<file path="src/rtl/evm_pkg.sv">
// Shared types and constants of the ensemble majority vote block.
package evm_pkg;

    localparam int CLS_IN_W  = 4;
    localparam int SCORE_W   = 16;
    localparam int VOTE_W    = 7;
    localparam int SUM_W     = 22;
    localparam int TOTAL_W   = 20;
    localparam int NUM_CFG_W = 5;

    localparam logic [VOTE_W-1:0]    VOTE_MAX   = 7'd127;
    localparam logic [SUM_W-1:0]     SUM_MAX    = 22'd4194303;
    localparam logic [TOTAL_W-1:0]   TOTAL_MAX  = 20'd1048575;
    localparam logic [SUM_W-1:0]     START_SIZE = 22'd2000;
    localparam logic [NUM_CFG_W-1:0] NUM_RESET  = 5'd16;

    typedef struct packed {
        logic [VOTE_W-1:0] votes;
        logic [SUM_W-1:0]  score;
        logic [SUM_W-1:0]  size;
    } t_class_rec;

    typedef struct packed {
        logic rd_en;
        logic wr_en;
        logic clr;
    } t_store_ctl;

    typedef enum logic {
        UOP_ACC,
        UOP_CMP
    } t_unit_op;

endpackage

</file>
<file path="src/rtl/evm_if.sv">
// Handshake channels for member votes and pattern results.
interface evm_vote_if import evm_pkg::*; ();
    logic                valid;
    logic                ready;
    logic [CLS_IN_W-1:0] predicted_class;
    logic [SCORE_W-1:0]  member_score;
    logic [SCORE_W-1:0]  member_size;
    logic [CLS_IN_W-1:0] true_label;
    logic                last_member;

    modport source (output valid, predicted_class, member_score, member_size,
                    true_label, last_member, input ready);
    modport sink (input valid, predicted_class, member_score, member_size,
                  true_label, last_member, output ready);
endinterface

interface evm_result_if import evm_pkg::*; ();
    logic                valid;
    logic                ready;
    logic [CLS_IN_W-1:0] ensemble_class;
    logic                is_correct;
    logic [TOTAL_W-1:0]  correct_total;
    logic [TOTAL_W-1:0]  wrong_total;

    modport source (output valid, ensemble_class, is_correct, correct_total,
                    wrong_total, input ready);
    modport sink (input valid, ensemble_class, is_correct, correct_total,
                  wrong_total, output ready);
endinterface

</file>
<file path="src/rtl/ensemble_majority_vote_tiebreak_core.sv">
// Top level of the ensemble majority vote block with score and size tie breakers.
//
// Each transfer on i_vote carries one ensemble member's vote for the current pattern.
// A vote is accepted, its class record read, then written back with saturating sums.
// The vote flagged last_member then scans n = min(num_classes, MAX_CLASSES) classes
// through the shared compare unit, one class per cycle; the scan ends once no read is
// pending, then the finish state loads the result register.
// The per-class record memory has one read and one write port; its reads are
// registered, so each compare comes in the cycle after its issue.
// i_vote.ready is high only while no vote is in progress.
// One transfer on o_result follows each last vote: the winner, a correct flag, and
// saturating correct and wrong totals. The result waits in an output register while
// the receiver stalls; a new vote may be taken meanwhile, and a second result
// holds the sequencer until the first transfer completes.
// Synchronous reset clears the class records, the totals, and the output valid flag,
// and sets num_classes to 16. The class records also clear after every result.
// num_classes is written through i_cfg_wr_en and i_cfg_wr_data; the user must write
// it only while the block is idle, and the block does not enforce this.
module ensemble_majority_vote_tiebreak_core import evm_pkg::*; #(
    parameter int MAX_CLASSES = 16
) (
    input  logic                 i_clk,
    input  logic                 i_rst_n,
    input  logic                 i_cfg_wr_en,
    input  logic [NUM_CFG_W-1:0] i_cfg_wr_data,
    evm_vote_if.sink             i_vote,
    evm_result_if.source         o_result
);

    localparam int CLS_W = $clog2(MAX_CLASSES);
    localparam int CNT_W = $clog2(MAX_CLASSES + 1);
    localparam int XW    = (CNT_W > NUM_CFG_W) ? CNT_W : NUM_CFG_W;

    typedef enum logic [2:0] {
        S_IDLE,
        S_RD,
        S_WR,
        S_SCAN,
        S_FIN
    } t_state;

    t_state               r_state;
    logic [CLS_IN_W-1:0]  r_cls;
    logic [SCORE_W-1:0]   r_score;
    logic [SCORE_W-1:0]   r_size;
    logic [CLS_IN_W-1:0]  r_label;
    logic                 r_last;
    logic [NUM_CFG_W-1:0] r_num;
    logic [XW-1:0]        r_k;
    logic                 r_pend;
    logic [CLS_W-1:0]     r_pidx;
    logic                 r_first;
    logic [CLS_W-1:0]     r_best;
    logic [VOTE_W-1:0]    r_best_votes;
    logic [SUM_W-1:0]     r_best_score;
    logic [SUM_W-1:0]     r_best_size;
    logic [TOTAL_W-1:0]   r_right;
    logic [TOTAL_W-1:0]   r_miss;
    logic                 r_out_vld;
    logic [CLS_IN_W-1:0]  r_out_class;
    logic                 r_out_ok;

    t_store_ctl         store_ctl;
    logic [CLS_W-1:0]   rd_addr;
    logic [CLS_W-1:0]   wr_addr;
    t_class_rec         rd_data;
    t_class_rec         sum_rec;
    t_unit_op           unit_op;
    logic               win;
    logic [XW-1:0]      count;
    logic [XW-1:0]      cls_x;
    logic [XW-1:0]      in_cls_x;
    logic [XW-1:0]      best_x;
    logic               in_cls_ok;
    logic               issue;
    logic               load;
    logic               ok;
    logic               in_xfer;
    logic [TOTAL_W-1:0] n_right;
    logic [TOTAL_W-1:0] n_miss;

    always_comb begin
        count     = (XW'(r_num) > XW'(MAX_CLASSES)) ? XW'(MAX_CLASSES) : XW'(r_num);
        cls_x     = XW'(r_cls);
        in_cls_x  = XW'(i_vote.predicted_class);
        best_x    = XW'(r_best);
        in_cls_ok = in_cls_x < XW'(MAX_CLASSES);
        in_xfer   = i_vote.valid && i_vote.ready;
        issue     = (r_state == S_SCAN) && (r_k < count);
        load      = (r_state == S_FIN) && (!r_out_vld || o_result.ready);
        ok        = best_x == XW'(r_label);
        n_right   = r_right;
        n_miss    = r_miss;
        if (ok) begin
            n_right = (r_right == TOTAL_MAX) ? TOTAL_MAX : r_right + 1'b1;
        end else begin
            n_miss = (r_miss == TOTAL_MAX) ? TOTAL_MAX : r_miss + 1'b1;
        end
        store_ctl.rd_en = (r_state == S_RD) || issue;
        store_ctl.wr_en = (r_state == S_WR);
        store_ctl.clr   = load;
        rd_addr = (r_state == S_RD) ? cls_x[CLS_W-1:0] : r_k[CLS_W-1:0];
        wr_addr = cls_x[CLS_W-1:0];
        unit_op = (r_state == S_WR) ? UOP_ACC : UOP_CMP;
    end

    evm_store #(
        .MAX_CLASSES(MAX_CLASSES)
    ) u_store (
        .i_clk     (i_clk),
        .i_rst_n   (i_rst_n),
        .i_ctl     (store_ctl),
        .i_rd_addr (rd_addr),
        .i_wr_addr (wr_addr),
        .i_wr_data (sum_rec),
        .o_rd_data (rd_data)
    );

    evm_unit u_unit (
        .i_op         (unit_op),
        .i_rec        (rd_data),
        .i_score      (r_score),
        .i_size       (r_size),
        .i_first      (r_first),
        .i_best_votes (r_best_votes),
        .i_best_score (r_best_score),
        .i_best_size  (r_best_size),
        .o_sum        (sum_rec),
        .o_win        (win)
    );

    always_ff @(posedge i_clk) begin
        if (!i_rst_n) begin
            r_state   <= S_IDLE;
            r_num     <= NUM_RESET;
            r_right   <= '0;
            r_miss    <= '0;
            r_out_vld <= 1'b0;
            r_pend    <= 1'b0;
        end else begin
            if (i_cfg_wr_en) begin
                r_num <= i_cfg_wr_data;
            end
            if (o_result.valid && o_result.ready && !load) begin
                r_out_vld <= 1'b0;
            end
            unique case (r_state)
                S_IDLE: begin
                    if (in_xfer) begin
                        r_cls   <= i_vote.predicted_class;
                        r_score <= i_vote.member_score;
                        r_size  <= i_vote.member_size;
                        r_label <= i_vote.true_label;
                        r_last  <= i_vote.last_member;
                        r_k          <= '0;
                        r_pend       <= 1'b0;
                        r_first      <= 1'b1;
                        r_best       <= '0;
                        r_best_score <= '0;
                        r_best_size  <= START_SIZE;
                        if (in_cls_ok) begin
                            r_state <= S_RD;
                        end else if (i_vote.last_member) begin
                            r_state <= S_SCAN;
                        end
                    end
                end
                S_RD: begin
                    r_state <= S_WR;
                end
                S_WR: begin
                    r_state <= r_last ? S_SCAN : S_IDLE;
                end
                S_SCAN: begin
                    r_pend <= issue;
                    r_pidx <= r_k[CLS_W-1:0];
                    if (issue) begin
                        r_k <= r_k + 1'b1;
                    end
                    if (r_pend) begin
                        r_first <= 1'b0;
                        if (win || r_first) begin
                            r_best_votes <= rd_data.votes;
                        end
                        if (win) begin
                            r_best       <= r_pidx;
                            r_best_score <= rd_data.score;
                            r_best_size  <= rd_data.size;
                        end
                    end
                    if (!issue && !r_pend) begin
                        r_state <= S_FIN;
                    end
                end
                S_FIN: begin
                    if (load) begin
                        r_out_vld   <= 1'b1;
                        r_out_class <= best_x[CLS_IN_W-1:0];
                        r_out_ok    <= ok;
                        r_right     <= n_right;
                        r_miss      <= n_miss;
                        r_state     <= S_IDLE;
                    end
                end
                default: r_state <= S_IDLE;
            endcase
        end
    end

    assign i_vote.ready            = (r_state == S_IDLE);
    assign o_result.valid          = r_out_vld;
    assign o_result.ensemble_class = r_out_class;
    assign o_result.is_correct     = r_out_ok;
    assign o_result.correct_total  = r_right;
    assign o_result.wrong_total    = r_miss;

endmodule

</file>
<file path="src/rtl/evm_store.sv">
// Per-class vote record memory with valid bits that all clear together on a clear request.
module evm_store import evm_pkg::*; #(
    parameter int MAX_CLASSES = 16,
    localparam int CLS_W = $clog2(MAX_CLASSES)
) (
    input  logic             i_clk,
    input  logic             i_rst_n,
    input  t_store_ctl       i_ctl,
    input  logic [CLS_W-1:0] i_rd_addr,
    input  logic [CLS_W-1:0] i_wr_addr,
    input  t_class_rec       i_wr_data,
    output t_class_rec       o_rd_data
);

    t_class_rec             mem [MAX_CLASSES];
    logic [MAX_CLASSES-1:0] r_valid;
    t_class_rec             r_rd_data;
    logic                   r_rd_valid;

    always_ff @(posedge i_clk) begin
        if (i_ctl.wr_en) begin
            mem[i_wr_addr] <= i_wr_data;
        end
        if (i_ctl.rd_en) begin
            r_rd_data  <= mem[i_rd_addr];
            r_rd_valid <= r_valid[i_rd_addr];
        end
    end

    always_ff @(posedge i_clk) begin
        if (!i_rst_n) begin
            r_valid <= '0;
        end else if (i_ctl.clr) begin
            r_valid <= '0;
        end else if (i_ctl.wr_en) begin
            r_valid[i_wr_addr] <= 1'b1;
        end
    end

    assign o_rd_data = r_rd_valid ? r_rd_data : '0;

endmodule

</file>
<file path="src/rtl/evm_unit.sv">
// Shared unit: saturating vote accumulation or winner comparison.
module evm_unit import evm_pkg::*; (
    input  t_unit_op           i_op,
    input  t_class_rec         i_rec,
    input  logic [SCORE_W-1:0] i_score,
    input  logic [SCORE_W-1:0] i_size,
    input  logic               i_first,
    input  logic [VOTE_W-1:0]  i_best_votes,
    input  logic [SUM_W-1:0]   i_best_score,
    input  logic [SUM_W-1:0]   i_best_size,
    output t_class_rec         o_sum,
    output logic               o_win
);

    logic [SUM_W:0]    score_add;
    logic [SUM_W:0]    size_add;
    logic [VOTE_W-1:0] ref_votes;

    always_comb begin
        score_add = {1'b0, i_rec.score} + (SUM_W + 1)'(i_score);
        size_add  = {1'b0, i_rec.size} + (SUM_W + 1)'(i_size);
        ref_votes = i_first ? i_rec.votes : i_best_votes;
        o_sum     = i_rec;
        o_win     = 1'b0;
        unique case (i_op)
            UOP_ACC: begin
                o_sum.votes = (i_rec.votes == VOTE_MAX) ? VOTE_MAX : i_rec.votes + 1'b1;
                o_sum.score = score_add[SUM_W] ? SUM_MAX : score_add[SUM_W-1:0];
                o_sum.size  = size_add[SUM_W] ? SUM_MAX : size_add[SUM_W-1:0];
            end
            UOP_CMP: begin
                if (i_rec.votes > ref_votes) begin
                    o_win = 1'b1;
                end else if (i_rec.votes == ref_votes) begin
                    o_win = (i_rec.score > i_best_score) ||
                            ((i_rec.score == i_best_score) && (i_rec.size < i_best_size));
                end
            end
            default: o_win = 1'b0;
        endcase
    end

endmodule

</file>
<file path="src/flat_wrapper.sv">
// flat-port wrapper written by rule: the top's interface ports become plain ports
module ensemble_majority_vote_tiebreak_core_flat import evm_pkg::*;
#(
    parameter int MAX_CLASSES = 16
)
  (i_clk, i_rst_n, i_cfg_wr_en, i_cfg_wr_data, i_vote_valid, i_vote_predicted_class, i_vote_member_score, i_vote_member_size, i_vote_true_label, i_vote_last_member, i_vote_ready, o_result_valid, o_result_ensemble_class, o_result_is_correct, o_result_correct_total, o_result_wrong_total, o_result_ready);
  evm_vote_if i_vote_i ();
  evm_result_if o_result_i ();
  input  logic i_clk;
  input  logic i_rst_n;
  input  logic i_cfg_wr_en;
  input  logic [NUM_CFG_W-1:0] i_cfg_wr_data;
  input wire logic [$bits(i_vote_i.valid)-1:0] i_vote_valid;
  input wire logic [$bits(i_vote_i.predicted_class)-1:0] i_vote_predicted_class;
  input wire logic [$bits(i_vote_i.member_score)-1:0] i_vote_member_score;
  input wire logic [$bits(i_vote_i.member_size)-1:0] i_vote_member_size;
  input wire logic [$bits(i_vote_i.true_label)-1:0] i_vote_true_label;
  input wire logic [$bits(i_vote_i.last_member)-1:0] i_vote_last_member;
  output wire logic [$bits(i_vote_i.ready)-1:0] i_vote_ready;
  output wire logic [$bits(o_result_i.valid)-1:0] o_result_valid;
  output wire logic [$bits(o_result_i.ensemble_class)-1:0] o_result_ensemble_class;
  output wire logic [$bits(o_result_i.is_correct)-1:0] o_result_is_correct;
  output wire logic [$bits(o_result_i.correct_total)-1:0] o_result_correct_total;
  output wire logic [$bits(o_result_i.wrong_total)-1:0] o_result_wrong_total;
  input wire logic [$bits(o_result_i.ready)-1:0] o_result_ready;
  assign i_vote_i.valid = i_vote_valid;
  assign i_vote_i.predicted_class = i_vote_predicted_class;
  assign i_vote_i.member_score = i_vote_member_score;
  assign i_vote_i.member_size = i_vote_member_size;
  assign i_vote_i.true_label = i_vote_true_label;
  assign i_vote_i.last_member = i_vote_last_member;
  assign i_vote_ready = i_vote_i.ready;
  assign o_result_valid = o_result_i.valid;
  assign o_result_ensemble_class = o_result_i.ensemble_class;
  assign o_result_is_correct = o_result_i.is_correct;
  assign o_result_correct_total = o_result_i.correct_total;
  assign o_result_wrong_total = o_result_i.wrong_total;
  assign o_result_i.ready = o_result_ready;
  ensemble_majority_vote_tiebreak_core #(.MAX_CLASSES(MAX_CLASSES)) u_core (.i_clk(i_clk), .i_rst_n(i_rst_n), .i_cfg_wr_en(i_cfg_wr_en), .i_cfg_wr_data(i_cfg_wr_data), .i_vote(i_vote_i), .o_result(o_result_i));
endmodule
</file>
<file path="config.mk">
export PLATFORM = sky130hd
export DESIGN_NAME = ensemble_majority_vote_tiebreak_core_flat
export DESIGN_NICKNAME = d
export VERILOG_FILES = /design/src/rtl/evm_pkg.sv /design/src/rtl/evm_if.sv /design/src/rtl/ensemble_majority_vote_tiebreak_core.sv /design/src/rtl/evm_store.sv /design/src/rtl/evm_unit.sv /design/src/flat_wrapper.sv
export SDC_FILE = /design/constraint.sdc
export NUM_CORES = 2
export LEC_CHECK = 0
export BUFFER_PORTS_ARGS = -buffer_cell sky130_fd_sc_hd__buf_2
export CORE_ASPECT_RATIO = 1.2
export CORE_UTILIZATION = 45
export DETAILED_ROUTE_END_ITERATION = 10
export PLACE_DENSITY = 0.72
export SETUP_SLACK_MARGIN = 0.4
export SLEW_MARGIN = 20
export SYNTH_ARGS = -nofsm -noshare
export SYNTH_HDL_FRONTEND = slang
export SYNTH_SLANG_ARGS = --single-unit
</file>
<file path="constraint.sdc">
create_clock -name i_clk -period 9.91 [get_ports i_clk]
set_input_delay 0 -clock i_clk [delete_from_list [all_inputs] [get_ports i_clk]]
set_output_delay 0 -clock i_clk [all_outputs]
set_load 0.01 [all_outputs]
</file>
Yosys cells after proc, flatten, opt, wreduce, memory -nomap -nowiden

Memory sizes are Yosys's and may differ from the RTL's. A register that Yosys moved wholly into a read port is not among the register bits.
Cells that the tools add are included.

Reductions and logical operators: 30
$lt $le $gt $ge: 8
Equal/unequal tests: 16
Bitwise operators: 3
Add/subtract/negate cells: 6
Muxes and demuxes: 47

Operators with widths:

| operator                                                              | count |
|---|---|
| 22-bit 2-to-1 mux                                                     | 8 |
| 51-bit 2-to-1 mux                                                     | 2 |
| 22-bit one-hot mux with 2 select lines                                | 2 |
| 22-bit by 16-bit adder with 23-bit output                             | 2 |
| 20-bit by 1-bit adder with 20-bit output (second input constant)      | 2 |
| 20-bit equality test (second input constant)                          | 2 |
| 20-bit 2-to-1 mux                                                     | 2 |
| 22-bit equality test                                                  | 1 |
| 22-bit > comparator                                                   | 1 |
| 22-bit < comparator                                                   | 1 |
| 4-bit 2-to-1 mux                                                      | 4 |
| 16-bit bitwise OR                                                     | 1 |
| 5-bit 2-to-1 mux                                                      | 3 |
| 3-bit one-hot mux with 5 select lines                                 | 1 |
| 3-bit AND reduction                                                   | 5 |
| 7-bit 2-to-1 mux                                                      | 2 |
| 1-bit 2-to-1 mux                                                      | 13 |
| 4-bit AND reduction                                                   | 3 |
| 4-bit by 5-bit < comparator with 1-bit output (second input constant) | 2 |
| 5-bit one-hot mux with 2 select lines                                 | 1 |
| 3-bit 2-to-1 mux                                                      | 3 |
| 1-bit logical AND                                                     | 8 |
| 2-bit by 1-bit != test with 1-bit output (second input constant)      | 4 |
| 4-bit one-hot mux with 2 select lines                                 | 1 |
| other kinds (25)                                                      | 36 |

Bits in writable memories: 816
Output and inout port bits: 47
Input bits: 51
Memories: 1
Register bits after elaboration: 178

Memories:

| memory             | depth | width | read ports | clocked after Yosys merged registers in | wr ports | RTL line        | RTL |
|---|---|---|---|---|---|---|---|
| u_core.u_store.mem | 16    | 51    | 1          | 1                                       | 1        | evm_store.sv:15 | `t_class_rec mem [MAX_CLASSES];` |

Depth between registers and ports, before layout

Depth after elaboration: 10
Mapped depth: 17
Mapped depth without buffers: 13

Modules after synthesis

Synthesis repeated with hierarchy kept, for this count alone.

Cells, all modules: 2456
Area total of the unflattened synthesis: 43247.7 µm²

By module, submodules not included:

| module                               | cells an instance | area an instance (µm²) | instances | seq. area each (µm²) |
|---|---|---|---|---|
| evm_store                            | 1419              | 33045.4                | 1         | 26385.3 |
| ensemble_majority_vote_tiebreak_core | 504               | 6453.7                 | 1         | 4334.2 |
| evm_unit                             | 533               | 3748.6                 | 1         | 0.0 |

Least setup slack after synthesis

Ideal clock, no wire load.

Path type: register -> register
From: register u_core.u_store.r_rd_valid
To: register u_core.r_best[0] (enable)
Arrival time: 6330 ps
Cell stages (with the launch flop): 17
Data required time: 9383 ps
Buffers on the path: 4
Path slack: 3053 ps
Cells stage by stage: edfxtp_1 > buf_2 > clkbuf_1 > clkbuf_1 > clkbuf_1 > nand2_1 > inv_1 > ha_1 > a21o_1 > a21o_1 > a21oi_1 > nor2_1 > a2111oi_0 > a21oi_1 > mux2i_1 > a21oi_1 > a21boi_0

RTL lines:

| item                   | RTL line                                    | RTL |
|---|---|---|
| start, declared        | evm_store.sv:18                             | `logic r_rd_valid;` |
| start signal, assigned | evm_store.sv:26                             | `r_rd_valid <= r_valid[i_rd_addr];` |
| end signal, assigned   | ensemble_majority_vote_tiebreak_core.sv:186 | `r_best <= r_pidx;` |
| end, declared          | ensemble_majority_vote_tiebreak_core.sv:53  | `logic [CLS_W-1:0] r_best;` |

==> metrics.txt <==
Post-synth top flop=sky130_fd_sc_hd__edfxtp_1; summed negative setup slack over all endpoints=0 ps; highest-count cells in the layout ignoring fill and taps=sky130_fd_sc_hd__edfxtp_1 (979), sky130_fd_sc_hd__nand2_1 (211), sky130_fd_sc_hd__mux4_2 (208); highest clock frequency the design can meet=around 210 MHz; Total Die Area=roughly 97,000 sq um; Post-synth EDFFs=979; worst slew slack as a fraction of its limit=20.7%; first-pass GRT wire length=approximately 150,000 um; overall die width=~290 um; total detailed-routing wirelength=between 90,000 and 100,000 um; number of warning messages in the yosys log=0; H-tree depth=3; First-pass DRT Iterations=5; worst setup margin=approximately 5000 ps; Post-CTS Setup Inserts=0; Port Buffers=a little under 100; status=finished, final reports clean; worst min path class=input port to flop; required time of the critical path=approximately 10,000 ps; clock buffer depth=3; drt initial violations=2,332; clock slew at reported path FFs=around 60 ps; clock insertion delay at the later pin of the skew report=roughly 660 ps; proportion of power drawn by combinational gates=a little under an eighth; post-synthesis async set-or-reset flop share=0%; slew at the pin closest to its max-slew limit=between 1000 and 1500 ps; Sequential Power Share=between 50% and 60%; worst setup slack before clock tree synthesis=~5200 ps; Hold Path Cell Cnt=2; area share of the leading cell type in the synthesized netlist=68.0%; fraction of layout instances using a drive strength above 1=20.0%; share of synthesized area occupied by flip-flops and latches=a little under three quarters; pin count of the biggest net entering global routing=roughly 140; worst-case clock skew=roughly 33 ps; final number of max-transition violations=0; Row Count=124; cell area after synthesis=43,300 sq um; final routed DRC violation total=0; count of clock tree sinks=1,045; class of the most critical setup path=flop to flop; number of antenna violations at the first check in global routing=2; instance count of the mapped netlist=between 2,000 and 3,000; cts bufs inserted=94; vias after detailed routing=~24,000; number of nets at the end of the flow=slightly below 3,000; core footprint=95,300 sq um; CTS tree=yes; Avg Vias per Cell=~5.9; net switching fraction of the power=a little under a quarter; Avg Inst Size Synth=16.9 sq um; static leakage power=16.9 nW; power dissipated by switching net loads=2.39 mW; kind of capture point of the worst setup path=flop; starting utilization of the core area=between 40% and 50%; final critical path time including I/O delays and setup=4830 ps; global-route usage over all layers=between 20% and 30%; routability-driven placement congestion ratio=0.826; Layout fillers=approximately 7,500; sequential cell area=30,700 sq um; top fanout value on the critical path=59; Final Hold Vio Count=0; DPL Wire Length=~52,000 um; Internal Pwr Total=7.76 mW; leading cell types by total area after synthesis=sky130_fd_sc_hd__edfxtp_1 (68%), sky130_fd_sc_hd__mux4_2 (11%), sky130_fd_sc_hd__dfxtp_1 (3.1%); most frequent standard cell in the layout excluding fill and tap cells=sky130_fd_sc_hd__edfxtp_1; CTS Root Cell=sky130_fd_sc_hd__clkbuf_16; grt total ovfl=0; Antenna Diode Count=0; I/O Pins=between 90 and 100; count of different cell masters after synthesis=71; # Max-Cap Violations=0; layout overhead on the synthesized area=13.9%; number of cell instances on the worst register-to-register path=12; setup-violating endpoint count in the final report=0; routed len/inst=24.3 um; via count of the first global-routing pass=24,500; peak supply drop=roughly 0.15 mV; RSZ-0062 raised after global routing=false; total nets after synthesis=roughly 2,700; Multi-input gate area=11,900 sq um; period utilisation layout=between 40% and 50%; chip height=~340 um; Clock Power Share=between 30% and 40%; Pwr Total=roughly 10 mW; Worst EP arrival=just over 5000 ps; Antenna Violating Nets Remaining=0; kind of start point of the critical path=flop; flop and latch count out of synthesis=1,045; power density over cell area=206 nW/um^2; cell type with the highest aggregate area in the netlist=sky130_fd_sc_hd__edfxtp_1
## state kept, by name (all words and copies together) (netlist names), 20 cells and up
register	count
u_core.r_best_score	22
u_core.u_store.mem	816
u_core.r_best_size	22
u_core.o_result.correct_total	20
u_core.u_store.r_rd_data	51
u_core.o_result.wrong_total	20
## critical path, stage by stage, from the launching register on
cell and delay [ps]:
sky130_fd_sc_hd__edfxtp_1 400, sky130_fd_sc_hd__buf_4 600, sky130_fd_sc_hd__nand2_1 220, sky130_fd_sc_hd__inv_1 110, sky130_fd_sc_hd__ha_1 210, sky130_fd_sc_hd__fa_1 250
sky130_fd_sc_hd__a211oi_1 120, sky130_fd_sc_hd__o21ai_0 250, sky130_fd_sc_hd__a21o_1 190, sky130_fd_sc_hd__a221oi_2 100, sky130_fd_sc_hd__o31ai_1 400, sky130_fd_sc_hd__nand2_1 520
sky130_fd_sc_hd__a31oi_1 1090
## repair_timing
| action | CTS | global route |
|---|---|---|
| hold buffers | 55 | 0 |
| hold endpoints to repair | 56 | 0 |
| gates resized for setup | 0 | 0 |
## power groups by stage
stage               clock, mW  combinational [mW]  sequential [mW]
floorplan                   0               0.872             5.20
global placement            0                1.14             5.22
detailed placement          0                1.18             5.23
CTS                      3.85                1.21             5.13
global route             4.01                1.33             5.13
finish                   3.80                1.22             5.13
## cells in the mapped netlist (8+ instances only)
cell and count:
sky130_fd_sc_hd__edfxtp_1 979, sky130_fd_sc_hd__nand2_1 211, sky130_fd_sc_hd__mux4_2 208, sky130_fd_sc_hd__nor2_1 144
sky130_fd_sc_hd__and2_1 96, sky130_fd_sc_hd__inv_1 87, sky130_fd_sc_hd__ha_1 86, sky130_fd_sc_hd__a21oi_1 70
sky130_fd_sc_hd__a31oi_1 70, sky130_fd_sc_hd__clkbuf_1 66, sky130_fd_sc_hd__dfxtp_1 66, sky130_fd_sc_hd__a211oi_1 62
sky130_fd_sc_hd__xor2_1 43, sky130_fd_sc_hd__o21ai_0 36, sky130_fd_sc_hd__nand3_1 30, sky130_fd_sc_hd__xnor2_1 28
sky130_fd_sc_hd__buf_2 27, sky130_fd_sc_hd__a21o_1 24, sky130_fd_sc_hd__nor3_1 23, sky130_fd_sc_hd__and3_1 20
sky130_fd_sc_hd__mux2i_1 19, sky130_fd_sc_hd__nand4_1 19, sky130_fd_sc_hd__a22oi_1 15, sky130_fd_sc_hd__buf_4 11
sky130_fd_sc_hd__buf_6 10, sky130_fd_sc_hd__nand2b_1 8
## path summary, 6_finish.rpt
| kind | slack, ps | end | startpoint |
|---|---|---|---|
| hold / removal | 50 | u_core.r_size[10] | i_vote_member_size[10] |
| hold reg to reg | 480 | u_core.u_store.r_valid[8] | u_core.u_store.r_valid[8] |
| setup / recovery | 5080 | u_core.u_store.mem[12][32] | u_core.u_store.r_rd_valid |
| setup reg to reg | 5080 | u_core.u_store.mem[12][32] | u_core.u_store.r_rd_valid |
## cells by family (layout without fill, tap and decap cells)
logic type                 after synthesis  after routing  synth area share (%)
xor gates and xnor gates                71             71                  1.44
and+or+nand+nor                        584            584                  6.38
adders and majority gates               90             90                  2.63
AOI/OAI and AO/OA                      328            328                  5.00
muxes                                  232            232                  11.4
buffers and inverters                  205            469                  2.13
DFF                                   1045           1045                  71.0
## per-stage QoR
stage / hold WS (ps) / cell area, sq um / std cells / util (%)
after floorplan: 98.9 / 43300 / 2555 / -
after global placement: 176 / 45300 / 3840 / 47.5
after detailed placement: 178 / 45300 / 3840 / 47.5
after CTS: 12.4 / 49100 / 4068 / 51.5
after global routing: 31.0 / 49300 / 4079 / 51.7
final: 46.2 / 49300 / 4079 / 51.7
## final cells by class
| type | instances | share of cell area (%) |
|---|---|---|
| flip-flops and latches | 1045 | 62.4 |
| multi-input cells | 1305 | 24.1 |
| clock buffers | 109 | 5.10 |
| well taps | 1260 | 3.20 |
| clock inverters | 64 | 1.48 |
| repair buffers | 208 | 3.10 |
| inverters | 88 | 0.670 |
## per-layer routing
layer  up-vias  part of all wire, %  track usage [%]
li1      10400                    -                -
met1     12300                   40             27.0
met2      1077                   51             35.1
met3       187                  7.1             2.49
met4         0                  2.5             6.02
met5         -                    0                0
Note: power is estimated with default switching activity, not from simulation.
